--- src/rtl/core/ssum_pkg.sv ---
`timescale 1ns / 1ps
// Shared constants and controller/datapath interface types for the subset sum search.
package ssum_pkg;

    localparam int DEF_MAX_ELEMENTS = 10;
    localparam int DEF_ELEMENT_BITS = 16;

    localparam int TARGET_W = 20;
    localparam int NUM_W    = 6;
    localparam int COUNT_W  = 7;

    localparam logic [COUNT_W-1:0]  MAX_REPORTED = 7'd63;
    localparam logic [COUNT_W-1:0]  COUNT_OVF    = 7'd64;
    localparam logic [TARGET_W-1:0] TARGET_RESET = 20'd1;

    localparam int APB_ADDR_W = 3;
    localparam logic [0:0] REG_TARGET = 1'b0;

    typedef struct packed {
        logic load;
        logic init;
        logic rd;
        logic set_bit;
        logic sol;
        logic incl;
        logic excl;
        logic pop;
        logic fix;
        logic sum;
    } cmd_t;

    typedef struct packed {
        logic go;
        logic eq;
        logic incl_ok;
        logic excl_ok;
        logic at_root;
        logic bit_k;
        logic cnt_full;
        logic out_free;
    } sts_t;

endpackage

--- src/rtl/core/subset_sum_search.sv ---
`timescale 1ns / 1ps
// Top level of the subset sum search: stream ports, register port, controller and datapath.
//
//  channel   | direction | handshake              | content
//  s_axis    | in        | s_axis_tvalid/tready   | one set element, tlast starts the search
//  m_axis    | out       | m_axis_tvalid/tready   | one solution mask, or the closing summary
//  apb       | in/out    | psel/penable, pready=1 | target_sum at byte address 0
//
// Element beats are stored while idle; after the tlast beat the controller decides on a search.
// Each node is read, then tested, then given the exclude test; below the root, stepping back up pops
// the level and reads the parent again through the memory's registered read before undoing its sums.
// Reset clears the controller, the load count, the target and the output valid, not the element
// memory. A full output register stalls the walk in place, and input is refused from the tlast
// beat until the summary beat has been written.
module subset_sum_search #(
    parameter int MAX_ELEMENTS = ssum_pkg::DEF_MAX_ELEMENTS,
    parameter int ELEMENT_BITS = ssum_pkg::DEF_ELEMENT_BITS
) (
    input  logic                                  clk,
    input  logic                                  rst_n,
    // tdata: element_value
    input  logic [((ELEMENT_BITS + 7) / 8) * 8 - 1:0] s_axis_tdata,
    input  logic                                  s_axis_tvalid,
    output logic                                  s_axis_tready,
    input  logic                                  s_axis_tlast,
    // tdata: chosen_mask, solution_number, solutions_found, count_overflow
    output logic [((MAX_ELEMENTS + 2 * ssum_pkg::NUM_W + 1 + 7) / 8) * 8 - 1:0] m_axis_tdata,
    output logic                                  m_axis_tvalid,
    input  logic                                  m_axis_tready,
    // tuser: is_summary
    output logic                                  m_axis_tuser,
    output logic                                  m_axis_tlast,
    input  logic                                  psel,
    input  logic                                  penable,
    input  logic                                  pwrite,
    input  logic [ssum_pkg::APB_ADDR_W-1:0]       paddr,
    input  logic [31:0]                           pwdata,
    output logic [31:0]                           prdata,
    output logic                                  pready
);
    import ssum_pkg::*;

    localparam int OUT_DATA_W = ((MAX_ELEMENTS + 2 * NUM_W + 1 + 7) / 8) * 8;

    ssum_pkg::cmd_t cmd;
    ssum_pkg::sts_t sts;

    logic [TARGET_W-1:0]     target_reg;
    logic                    reg_hit;
    logic [MAX_ELEMENTS-1:0] out_mask;
    logic [NUM_W-1:0]        out_num;
    logic [NUM_W-1:0]        out_found;
    logic                    out_ovf;

    assign pready  = 1'b1;
    assign reg_hit = (paddr[APB_ADDR_W-1] == REG_TARGET);
    assign prdata  = reg_hit ? 32'(target_reg) : '0;

    always_ff @(posedge clk or negedge rst_n)
    begin
        if (!rst_n)
        begin
            target_reg <= TARGET_RESET;
        end
        else if (psel && penable && pwrite && pready && reg_hit)
        begin
            target_reg <= pwdata[TARGET_W-1:0];
        end
    end

    ssum_ctrl u_ctrl (
        .clk      (clk),
        .rst_n    (rst_n),
        .in_valid (s_axis_tvalid),
        .in_last  (s_axis_tlast),
        .in_ready (s_axis_tready),
        .sts      (sts),
        .cmd      (cmd)
    );

    ssum_dp #(
        .MAX_ELEMENTS (MAX_ELEMENTS),
        .ELEMENT_BITS (ELEMENT_BITS)
    ) u_dp (
        .clk         (clk),
        .rst_n       (rst_n),
        .cmd         (cmd),
        .sts         (sts),
        .target      (target_reg),
        .in_value    (s_axis_tdata[ELEMENT_BITS-1:0]),
        .out_valid   (m_axis_tvalid),
        .out_ready   (m_axis_tready),
        .out_mask    (out_mask),
        .out_num     (out_num),
        .out_summary (m_axis_tuser),
        .out_found   (out_found),
        .out_ovf     (out_ovf),
        .out_last    (m_axis_tlast)
    );

    assign m_axis_tdata = OUT_DATA_W'({out_ovf, out_found, out_num, out_mask});

endmodule

--- src/rtl/core/ssum_dp.sv ---
`timescale 1ns / 1ps
// Datapath: element memory, search registers, bounding tests and the output register.
module ssum_dp #(
    parameter int MAX_ELEMENTS = ssum_pkg::DEF_MAX_ELEMENTS,
    parameter int ELEMENT_BITS = ssum_pkg::DEF_ELEMENT_BITS
) (
    input  logic                          clk,
    input  logic                          rst_n,
    input  ssum_pkg::cmd_t                cmd,
    output ssum_pkg::sts_t                sts,
    input  logic [ssum_pkg::TARGET_W-1:0] target,
    input  logic [ELEMENT_BITS-1:0]       in_value,
    output logic                          out_valid,
    input  logic                          out_ready,
    output logic [MAX_ELEMENTS-1:0]       out_mask,
    output logic [ssum_pkg::NUM_W-1:0]    out_num,
    output logic                          out_summary,
    output logic [ssum_pkg::NUM_W-1:0]    out_found,
    output logic                          out_ovf,
    output logic                          out_last
);
    import ssum_pkg::*;

    localparam int LVL_W = $clog2(MAX_ELEMENTS);
    localparam int CNT_W = $clog2(MAX_ELEMENTS + 1);
    localparam int SUM_W = ELEMENT_BITS + $clog2(MAX_ELEMENTS);
    localparam int CMP_W = ((SUM_W > TARGET_W) ? SUM_W : TARGET_W) + 2;
    localparam logic [LVL_W-1:0] LAST_LVL = LVL_W'(MAX_ELEMENTS - 1);

    logic [ELEMENT_BITS-1:0] store_mem [MAX_ELEMENTS];

    logic [CNT_W-1:0]        cnt_reg, cnt_next;
    logic [SUM_W-1:0]        total_reg, total_next;
    logic [ELEMENT_BITS-1:0] first_reg;
    logic [LVL_W-1:0]        lvl_reg, lvl_next;
    logic [SUM_W-1:0]        m_reg, m_next;
    logic [SUM_W-1:0]        rem_reg, rem_next;
    logic [MAX_ELEMENTS-1:0] path_reg, path_next;
    logic [COUNT_W-1:0]      count_reg, count_next;
    logic [ELEMENT_BITS-1:0] sk_reg, sn_reg;

    logic                    out_valid_reg;
    logic [MAX_ELEMENTS-1:0] out_mask_reg;
    logic [NUM_W-1:0]        out_num_reg;
    logic                    out_summary_reg;
    logic [NUM_W-1:0]        out_found_reg;
    logic                    out_ovf_reg;
    logic                    out_last_reg;

    logic                    full;
    logic                    has_next;
    logic                    cnt_full;
    logic                    out_free;
    logic                    out_write;
    logic [LVL_W-1:0]        nxt_addr;
    logic [MAX_ELEMENTS-1:0] lvl_onehot;
    logic [MAX_ELEMENTS-1:0] low_mask;
    logic [SUM_W-1:0]        sk_ext;
    logic [CMP_W-1:0]        m_x, sk_x, sn_x, rem_x, t_x;

    assign full       = (cnt_reg == CNT_W'(MAX_ELEMENTS));
    assign has_next   = ((CNT_W'(lvl_reg) + CNT_W'(1)) < cnt_reg);
    assign cnt_full   = (count_reg >= MAX_REPORTED);
    assign out_free   = !out_valid_reg || out_ready;
    assign out_write  = (cmd.sol && !cnt_full) || cmd.sum;
    assign nxt_addr   = (lvl_reg == LAST_LVL) ? lvl_reg : lvl_reg + LVL_W'(1);
    assign lvl_onehot = MAX_ELEMENTS'(1) << lvl_reg;
    // Bits 0..k; the shift wraps to zero at the top level, which still gives all ones.
    assign low_mask   = (lvl_onehot << 1) - MAX_ELEMENTS'(1);
    assign sk_ext     = SUM_W'(sk_reg);

    // Element past the last loaded one reads as absent.
    assign m_x   = CMP_W'(m_reg);
    assign sk_x  = CMP_W'(sk_reg);
    assign sn_x  = has_next ? CMP_W'(sn_reg) : '0;
    assign rem_x = CMP_W'(rem_reg);
    assign t_x   = CMP_W'(target);

    assign sts.go       = (CMP_W'(total_reg) >= t_x) && (CMP_W'(first_reg) <= t_x);
    assign sts.eq       = ((m_x + sk_x) == t_x);
    assign sts.incl_ok  = has_next && ((m_x + sk_x + sn_x) <= t_x);
    assign sts.excl_ok  = has_next && ((m_x + rem_x - sk_x) >= t_x) && ((m_x + sn_x) <= t_x);
    assign sts.at_root  = (lvl_reg == '0);
    assign sts.bit_k    = |(path_reg & lvl_onehot);
    assign sts.cnt_full = cnt_full;
    assign sts.out_free = out_free;

    always_comb
    begin
        cnt_next   = cnt_reg;
        total_next = total_reg;
        lvl_next   = lvl_reg;
        m_next     = m_reg;
        rem_next   = rem_reg;
        path_next  = path_reg;
        count_next = count_reg;
        if (cmd.load && !full)
        begin
            cnt_next   = cnt_reg + CNT_W'(1);
            total_next = total_reg + SUM_W'(in_value);
        end
        if (cmd.init)
        begin
            lvl_next   = '0;
            m_next     = '0;
            rem_next   = total_reg;
            path_next  = '0;
            count_next = '0;
        end
        if (cmd.set_bit)
        begin
            path_next = path_next | lvl_onehot;
        end
        if (cmd.sol)
        begin
            count_next = cnt_full ? COUNT_OVF : count_reg + COUNT_W'(1);
        end
        if (cmd.incl)
        begin
            m_next   = m_reg + sk_ext;
            rem_next = rem_reg - sk_ext;
            lvl_next = lvl_reg + LVL_W'(1);
        end
        if (cmd.excl)
        begin
            path_next = path_next & ~lvl_onehot;
            rem_next  = rem_reg - sk_ext;
            lvl_next  = lvl_reg + LVL_W'(1);
        end
        if (cmd.pop)
        begin
            lvl_next = lvl_reg - LVL_W'(1);
        end
        // Coming back up: undo the child's sums. Only the include child added s[k] to m.
        if (cmd.fix)
        begin
            if (sts.bit_k)
            begin
                m_next = m_reg - sk_ext;
            end
            rem_next = rem_reg + sk_ext;
        end
        if (cmd.sum)
        begin
            cnt_next   = '0;
            total_next = '0;
        end
    end

    always_ff @(posedge clk or negedge rst_n)
    begin
        if (!rst_n)
        begin
            cnt_reg       <= '0;
            total_reg     <= '0;
            out_valid_reg <= 1'b0;
        end
        else
        begin
            cnt_reg   <= cnt_next;
            total_reg <= total_next;
            if (out_write)
            begin
                out_valid_reg <= 1'b1;
            end
            else if (out_ready)
            begin
                out_valid_reg <= 1'b0;
            end
        end
    end

    always_ff @(posedge clk)
    begin
        lvl_reg   <= lvl_next;
        m_reg     <= m_next;
        rem_reg   <= rem_next;
        path_reg  <= path_next;
        count_reg <= count_next;
        if (cmd.load && cnt_reg == '0)
        begin
            first_reg <= in_value;
        end
        if (cmd.sol && !cnt_full)
        begin
            out_mask_reg    <= (path_reg | lvl_onehot) & low_mask;
            out_num_reg     <= NUM_W'(count_reg + COUNT_W'(1));
            out_summary_reg <= 1'b0;
            out_found_reg   <= '0;
            out_ovf_reg     <= 1'b0;
            out_last_reg    <= 1'b0;
        end
        if (cmd.sum)
        begin
            out_mask_reg    <= '0;
            out_num_reg     <= '0;
            out_summary_reg <= 1'b1;
            out_found_reg   <= (count_reg > MAX_REPORTED) ? NUM_W'(MAX_REPORTED)
                                                          : count_reg[NUM_W-1:0];
            out_ovf_reg     <= (count_reg > MAX_REPORTED);
            out_last_reg    <= 1'b1;
        end
    end

    // Element memory: one write port, two registered read ports.
    always_ff @(posedge clk)
    begin
        if (cmd.load && !full)
        begin
            store_mem[cnt_reg[LVL_W-1:0]] <= in_value;
        end
        if (cmd.rd)
        begin
            sk_reg <= store_mem[lvl_reg];
            sn_reg <= store_mem[nxt_addr];
        end
    end

    assign out_valid   = out_valid_reg;
    assign out_mask    = out_mask_reg;
    assign out_num     = out_num_reg;
    assign out_summary = out_summary_reg;
    assign out_found   = out_found_reg;
    assign out_ovf     = out_ovf_reg;
    assign out_last    = out_last_reg;

    a_emit_has_room: assert property (@(posedge clk) disable iff (!rst_n)
        out_write |-> out_free)
        else $error("result written while the output register is occupied");

    a_read_in_range: assert property (@(posedge clk) disable iff (!rst_n)
        cmd.rd |-> (CNT_W'(lvl_reg) < cnt_reg))
        else $error("search level beyond the loaded elements");

    a_pop_above_root: assert property (@(posedge clk) disable iff (!rst_n)
        cmd.pop |-> (lvl_reg != '0))
        else $error("backtrack below the root level");

    a_summary_closes: assert property (@(posedge clk) disable iff (!rst_n)
        cmd.sum |=> (cnt_reg == '0) && out_valid_reg && out_last_reg && out_summary_reg)
        else $error("summary beat did not close the run");

endmodule

--- src/rtl/core/ssum_ctrl.sv ---
`timescale 1ns / 1ps
// Controller state machine that sequences loading and the backtracking walk.
module ssum_ctrl (
    input  logic           clk,
    input  logic           rst_n,
    input  logic           in_valid,
    input  logic           in_last,
    output logic           in_ready,
    input  ssum_pkg::sts_t sts,
    output ssum_pkg::cmd_t cmd
);
    import ssum_pkg::*;

    typedef enum logic [8:0] {
        S_IDLE     = 9'b000000001,
        S_START    = 9'b000000010,
        S_RD_ENTER = 9'b000000100,
        S_EVAL     = 9'b000001000,
        S_EXCL     = 9'b000010000,
        S_POP      = 9'b000100000,
        S_RD_RET   = 9'b001000000,
        S_FIX      = 9'b010000000,
        S_SUMMARY  = 9'b100000000
    } state_t;

    state_t state_reg, state_next;

    always_comb
    begin
        state_next = state_reg;
        cmd        = '0;
        in_ready   = 1'b0;
        unique case (state_reg)
            S_IDLE:
            begin
                in_ready = 1'b1;
                if (in_valid)
                begin
                    cmd.load = 1'b1;
                    if (in_last)
                    begin
                        state_next = S_START;
                    end
                end
            end
            S_START:
            begin
                // The hit count is cleared even when the set is hopeless, so the summary reads 0.
                cmd.init = 1'b1;
                if (sts.go)
                begin
                    state_next = S_RD_ENTER;
                end
                else
                begin
                    state_next = S_SUMMARY;
                end
            end
            S_RD_ENTER:
            begin
                cmd.rd     = 1'b1;
                state_next = S_EVAL;
            end
            S_EVAL:
            begin
                cmd.set_bit = 1'b1;
                if (sts.eq)
                begin
                    // Past the reporting limit a hit is only counted, so it never waits.
                    if (sts.cnt_full || sts.out_free)
                    begin
                        cmd.sol    = 1'b1;
                        state_next = S_EXCL;
                    end
                end
                else if (sts.incl_ok)
                begin
                    cmd.incl   = 1'b1;
                    state_next = S_RD_ENTER;
                end
                else
                begin
                    state_next = S_EXCL;
                end
            end
            S_EXCL:
            begin
                if (sts.excl_ok)
                begin
                    cmd.excl   = 1'b1;
                    state_next = S_RD_ENTER;
                end
                else
                begin
                    state_next = S_POP;
                end
            end
            S_POP:
            begin
                if (sts.at_root)
                begin
                    state_next = S_SUMMARY;
                end
                else
                begin
                    cmd.pop    = 1'b1;
                    state_next = S_RD_RET;
                end
            end
            S_RD_RET:
            begin
                cmd.rd     = 1'b1;
                state_next = S_FIX;
            end
            S_FIX:
            begin
                cmd.fix    = 1'b1;
                // A set bit means the include branch just finished; the exclude branch is next.
                state_next = sts.bit_k ? S_EXCL : S_POP;
            end
            S_SUMMARY:
            begin
                if (sts.out_free)
                begin
                    cmd.sum    = 1'b1;
                    state_next = S_IDLE;
                end
            end
            default:
            begin
                state_next = S_IDLE;
            end
        endcase
    end

    always_ff @(posedge clk or negedge rst_n)
    begin
        if (!rst_n)
        begin
            state_reg <= S_IDLE;
        end
        else
        begin
            state_reg <= state_next;
        end
    end

endmodule
--- config.mk ---
export PLATFORM = sky130hd
export DESIGN_NAME = subset_sum_search
export DESIGN_NICKNAME = d
export VERILOG_FILES = /design/src/rtl/core/ssum_pkg.sv /design/src/rtl/core/subset_sum_search.sv /design/src/rtl/core/ssum_dp.sv /design/src/rtl/core/ssum_ctrl.sv
export SDC_FILE = /design/constraint.sdc
export NUM_CORES = 1
export LEC_CHECK = 0
export ABC_CLOCK_PERIOD_IN_PS = 8550
export BUFFER_PORTS_ARGS = -buffer_cell sky130_fd_sc_hd__buf_2
export CAP_MARGIN = 20
export CELL_PAD_IN_SITES_DETAIL_PLACEMENT = 1
export CELL_PAD_IN_SITES_GLOBAL_PLACEMENT = 2
export CORE_MARGIN = 1.5
export CORE_UTILIZATION = 30
export CTS_BUF_LIST = sky130_fd_sc_hd__clkbuf_16
export DETAILED_ROUTE_END_ITERATION = 6
export HOLD_SLACK_MARGIN = 0.1
export PLACE_DENSITY_LB_ADDON = 0.3
export SLEW_MARGIN = 20
export SYNTH_ARGS = -nofsm -noshare
export SYNTH_HDL_FRONTEND = slang
export SYNTH_HIERARCHICAL = 1
export SYNTH_SLANG_ARGS = --single-unit
--- constraint.sdc ---
create_clock -name clk -period 8.55 [get_ports clk]
set_input_delay 1.71 -clock clk [delete_from_list [all_inputs] [get_ports clk]]
set_output_delay 1.71 -clock clk [all_outputs]
set_load 0.1 [all_outputs]
==> reports/qor.yml <==
min_path:
  hp-start: "u_dp/out_mask[7]"
  min_path_type: "register to register"
synthesis:
  synth_xor_area_frac: 0.0507
  synth_seq_cells: 347
  synthDistinctLibCells: 112
  ys.warnings.count: 6
  yosys-top-cells-area: "edfxtp_1 (29%), ha_1 (11%), mux4_2 (5.6%)"
  synth-compound-area-share: 0.177
  synthAdderAreaFrac: 0.132
  ys.flop_type: "edfxtp_1"
  synth_simple_gate_area_share: 0.130
  yosysTopAreaCell: "edfxtp_1"
  synth_top_family_by_area: "compound AO/OA/AOI/OAI gates"
  synth_area_sq_um: 25700
  synthMuxAreaShare: 0.0833
  async_flop_share: 0.156
  yosys-top-cells-count: "edfxtp_1 (246), ha_1 (233), a21oi_1 (206)"
  synth_edf_count: 246
  syn_avg_cell_area_sq_um: 10.2
  synth_top_area_frac: 0.287
  yosysMostFrequentCell: "edfxtp_1"
  syn_inst: 2520
  seq_area_frac_synth: 0.376
pwr:
  power_frac_seq: 0.238
  switching_share: 0.433
  peakVddDrop_v: 0.000145
  intPower_w: 0.00538
  combPwrFrac: 0.547
  power_density_nw_per_um2: 324
  p_leak_nw: 11.8
  clockPowerShare: 0.214
  p_switching_w: 0.00411
route:
  dr_total_vias: 20200
  wl_per_cell_microns: 21.9
  drc: 0
  firstDrtPassIters: 5
  viasPerCell: 5.33
  drt_iter0_markers: 1028
  ant_nets: 0
  routed_wirelength_mm: 82.9
final_layout:
  finalInstanceArea_sq_um: 29300
  nNetsFinal: 2916
  drive_gt1_frac: 0.143
  largest_reg_flops: 160
  num-fill-cells: 9563
  finalNonFillerCells: 3785
  syn_to_final_growth_pct: 13.7
global_route:
  grt_max_degree: 55
  grt_pass1_wl_mm: 127
  overflow: 0
  grtUsageTotal: 0.189
  grt_pass1_vias: 21200
  antenna_found_initial: 5
setup_path:
  worstPathBufferInverterCount: 4
  crit_path_start_kind: "register"
  crit_family: "compound AO/OA/AOI/OAI gates"
  r2r-start: "u_dp/lvl_reg[0]"
  cp_max_fo: 8
  cp.arrival_ps: 8540
  crit_path_top_delay_cell: "edfxtp_1"
  worstPathRequired_ps: 9000
  critPathMostFrequentCell: "a21oi_1"
  path_class: "register to register"
  cp-end-kind: "register"
  cp-startpoint: "u_dp/lvl_reg[0]"
  slowest_delay_ps: 460
die:
  coreArea_sq_um: 85100
  die_h_microns: 296
  fp-row-count: 107
  dieArea_sq_um: 87600
  die_w_microns: 296
  start_util: 0.302
  pin_count: 120
timing:
  rsz0062_at_grt: "false"
  tns_ps: 0
  hold_ws_ps: 460
  period_share: 0.946
  fin_skew_ps: 28.0
  worst_slew_pin_slew_ps: 1110
  fmax_ghz: 0.124
  slew_headroom: 0.257
  report.final.slew_viol_count: 0
  hold_viol: 0
  setup_violations: 0
  period_needed_ps: 8090
placed_design:
  gp_congestion: 0.832
  dp_cells: 3699
  place.detailed.hpwl_mm: 63.6
  port_buffers: 91
  placement.cell_area_sq_um: 27600
cts:
  cts_num_sinks: 347
  cts_tree: "yes"
  cts-root-buf: "clkbuf_16"
  clock_tree.htree_level_count: 2
  clock_latency_ps: 610
  clk_pin_slew_worst_paths_ps: 60
  cts_buffers: 45
  cts.path.max_buffers: 3
  postCtsHoldBufs: 0
job:
  cap_violations: 0
run_status:
  status: "complete, no violations"
stage by stage:
stage	utilization	worst slack (ps)	total power, W
after floorplan	-	98.7	0.00602
after global placement	0.325	448	0.00730
after detailed placement	0.325	201	0.00747
after CTS	0.343	184	0.00958
after global routing	0.344	19.8	0.0102
final	0.344	459	0.00948
per-layer routing:
layer / global-route usage / vias up / share of wire
li1: - / 9480 / -
met2: 0.325 / 328 / 0.48
met4: 0.0495 / 0 / 0.025
met3: 0.0229 / 96 / 0.033
met1: 0.251 / 10300 / 0.46
met5: 0 / - / 0
final timing paths:
check | endpoint | slack, ps | depth (start not counted)
setup / recovery | u_dp/rem_reg[6] | 460 | 39
hold / removal | u_dp/out_mask[7] | 460 | 2
setup reg to reg | u_dp/rem_reg[6] | 460 | 39
hold reg to reg | u_dp/out_mask[7] | 460 | 2
max in group asynchronous | u_dp/total_reg[8] | 6620 | 2
min in group asynchronous | target_reg[16] | 1300 | 2
worst register-to-register path: cells and delay by family (launching register included):
family          cells  cell delay [ps]
flops               1              460
xor+xnor            1              230
simple gates       10             1880
buf+inv             4              660
fa+ha+maj           5             1370
compound gates     19             3380
layout make-up:
type | count | area [sq um] | area share
diodes | 2 | 5.00 | 0.000171
clock buffers | 45 | 1130 | 0.0385
clock inverters | 38 | 462 | 0.0158
inverters | 183 | 687 | 0.0235
multi-input cells | 1871 | 14900 | 0.509
flip-flops and latches | 347 | 9680 | 0.331
well taps | 1144 | 1430 | 0.0489
repair buffers | 155 | 973 | 0.0333
what timing repair did:
| action | CTS | global route |
|---|---|---|
| gates resized for setup | 0 | 9 |
| setup endpoints to repair | 0 | 48 |
| setup buffers | 0 | 1 |
cell families (layout without fill, tap and decap cells):
family / Yosys count / after routing
buffers and inverters: 314 / 421
XOR/XNOR: 144 / 144
AND/OR/NAND/NOR: 659 / 659
multiplexers: 124 / 124
AO/OA/AOI/OAI: 669 / 669
adder cells (fa/ha/maj): 261 / 261
flip-flops: 347 / 347
other: 2 / 16
placed cells by master, fill, tap and decap left out, types with 20 or more instances in the layout:
cell / instances
nand2b_1: 26
xor2_1: 28
nand2_1: 140
fa_1: 21
nor2_1: 155
and2_1: 42
ha_1: 232
mux2_4: 20
nor3_1: 56
nand4_1: 23
a21o_1: 51
and3_1: 24
o211ai_1: 22
a21oi_1: 205
o21ai_0: 86
o21a_1: 27
a211oi_1: 49
o21bai_1: 20
inv_1: 189
mux2i_1: 37
buf_4: 61
mux4_2: 64
buf_2: 91
nand3_1: 40
edfxtp_1: 246
xnor2_1: 110
nor2b_1: 78
clkbuf_16: 45
dfrtp_1: 52
dfxtp_1: 47
power groups by stage:
| stage | registers (W) | logic, W | clock network, W |
|---|---|---|---|
| CTS | 0.00226 | 0.00521 | 0.00210 |
| global route | 0.00229 | 0.00577 | 0.00216 |
| finish | 0.00226 | 0.00519 | 0.00203 |
| detailed placement | 0.00229 | 0.00518 | 0 |
| floorplan | 0.00221 | 0.00381 | 0 |
| global placement | 0.00228 | 0.00502 | 0 |
No activity file was read; power rests on OpenSTA's default activity.
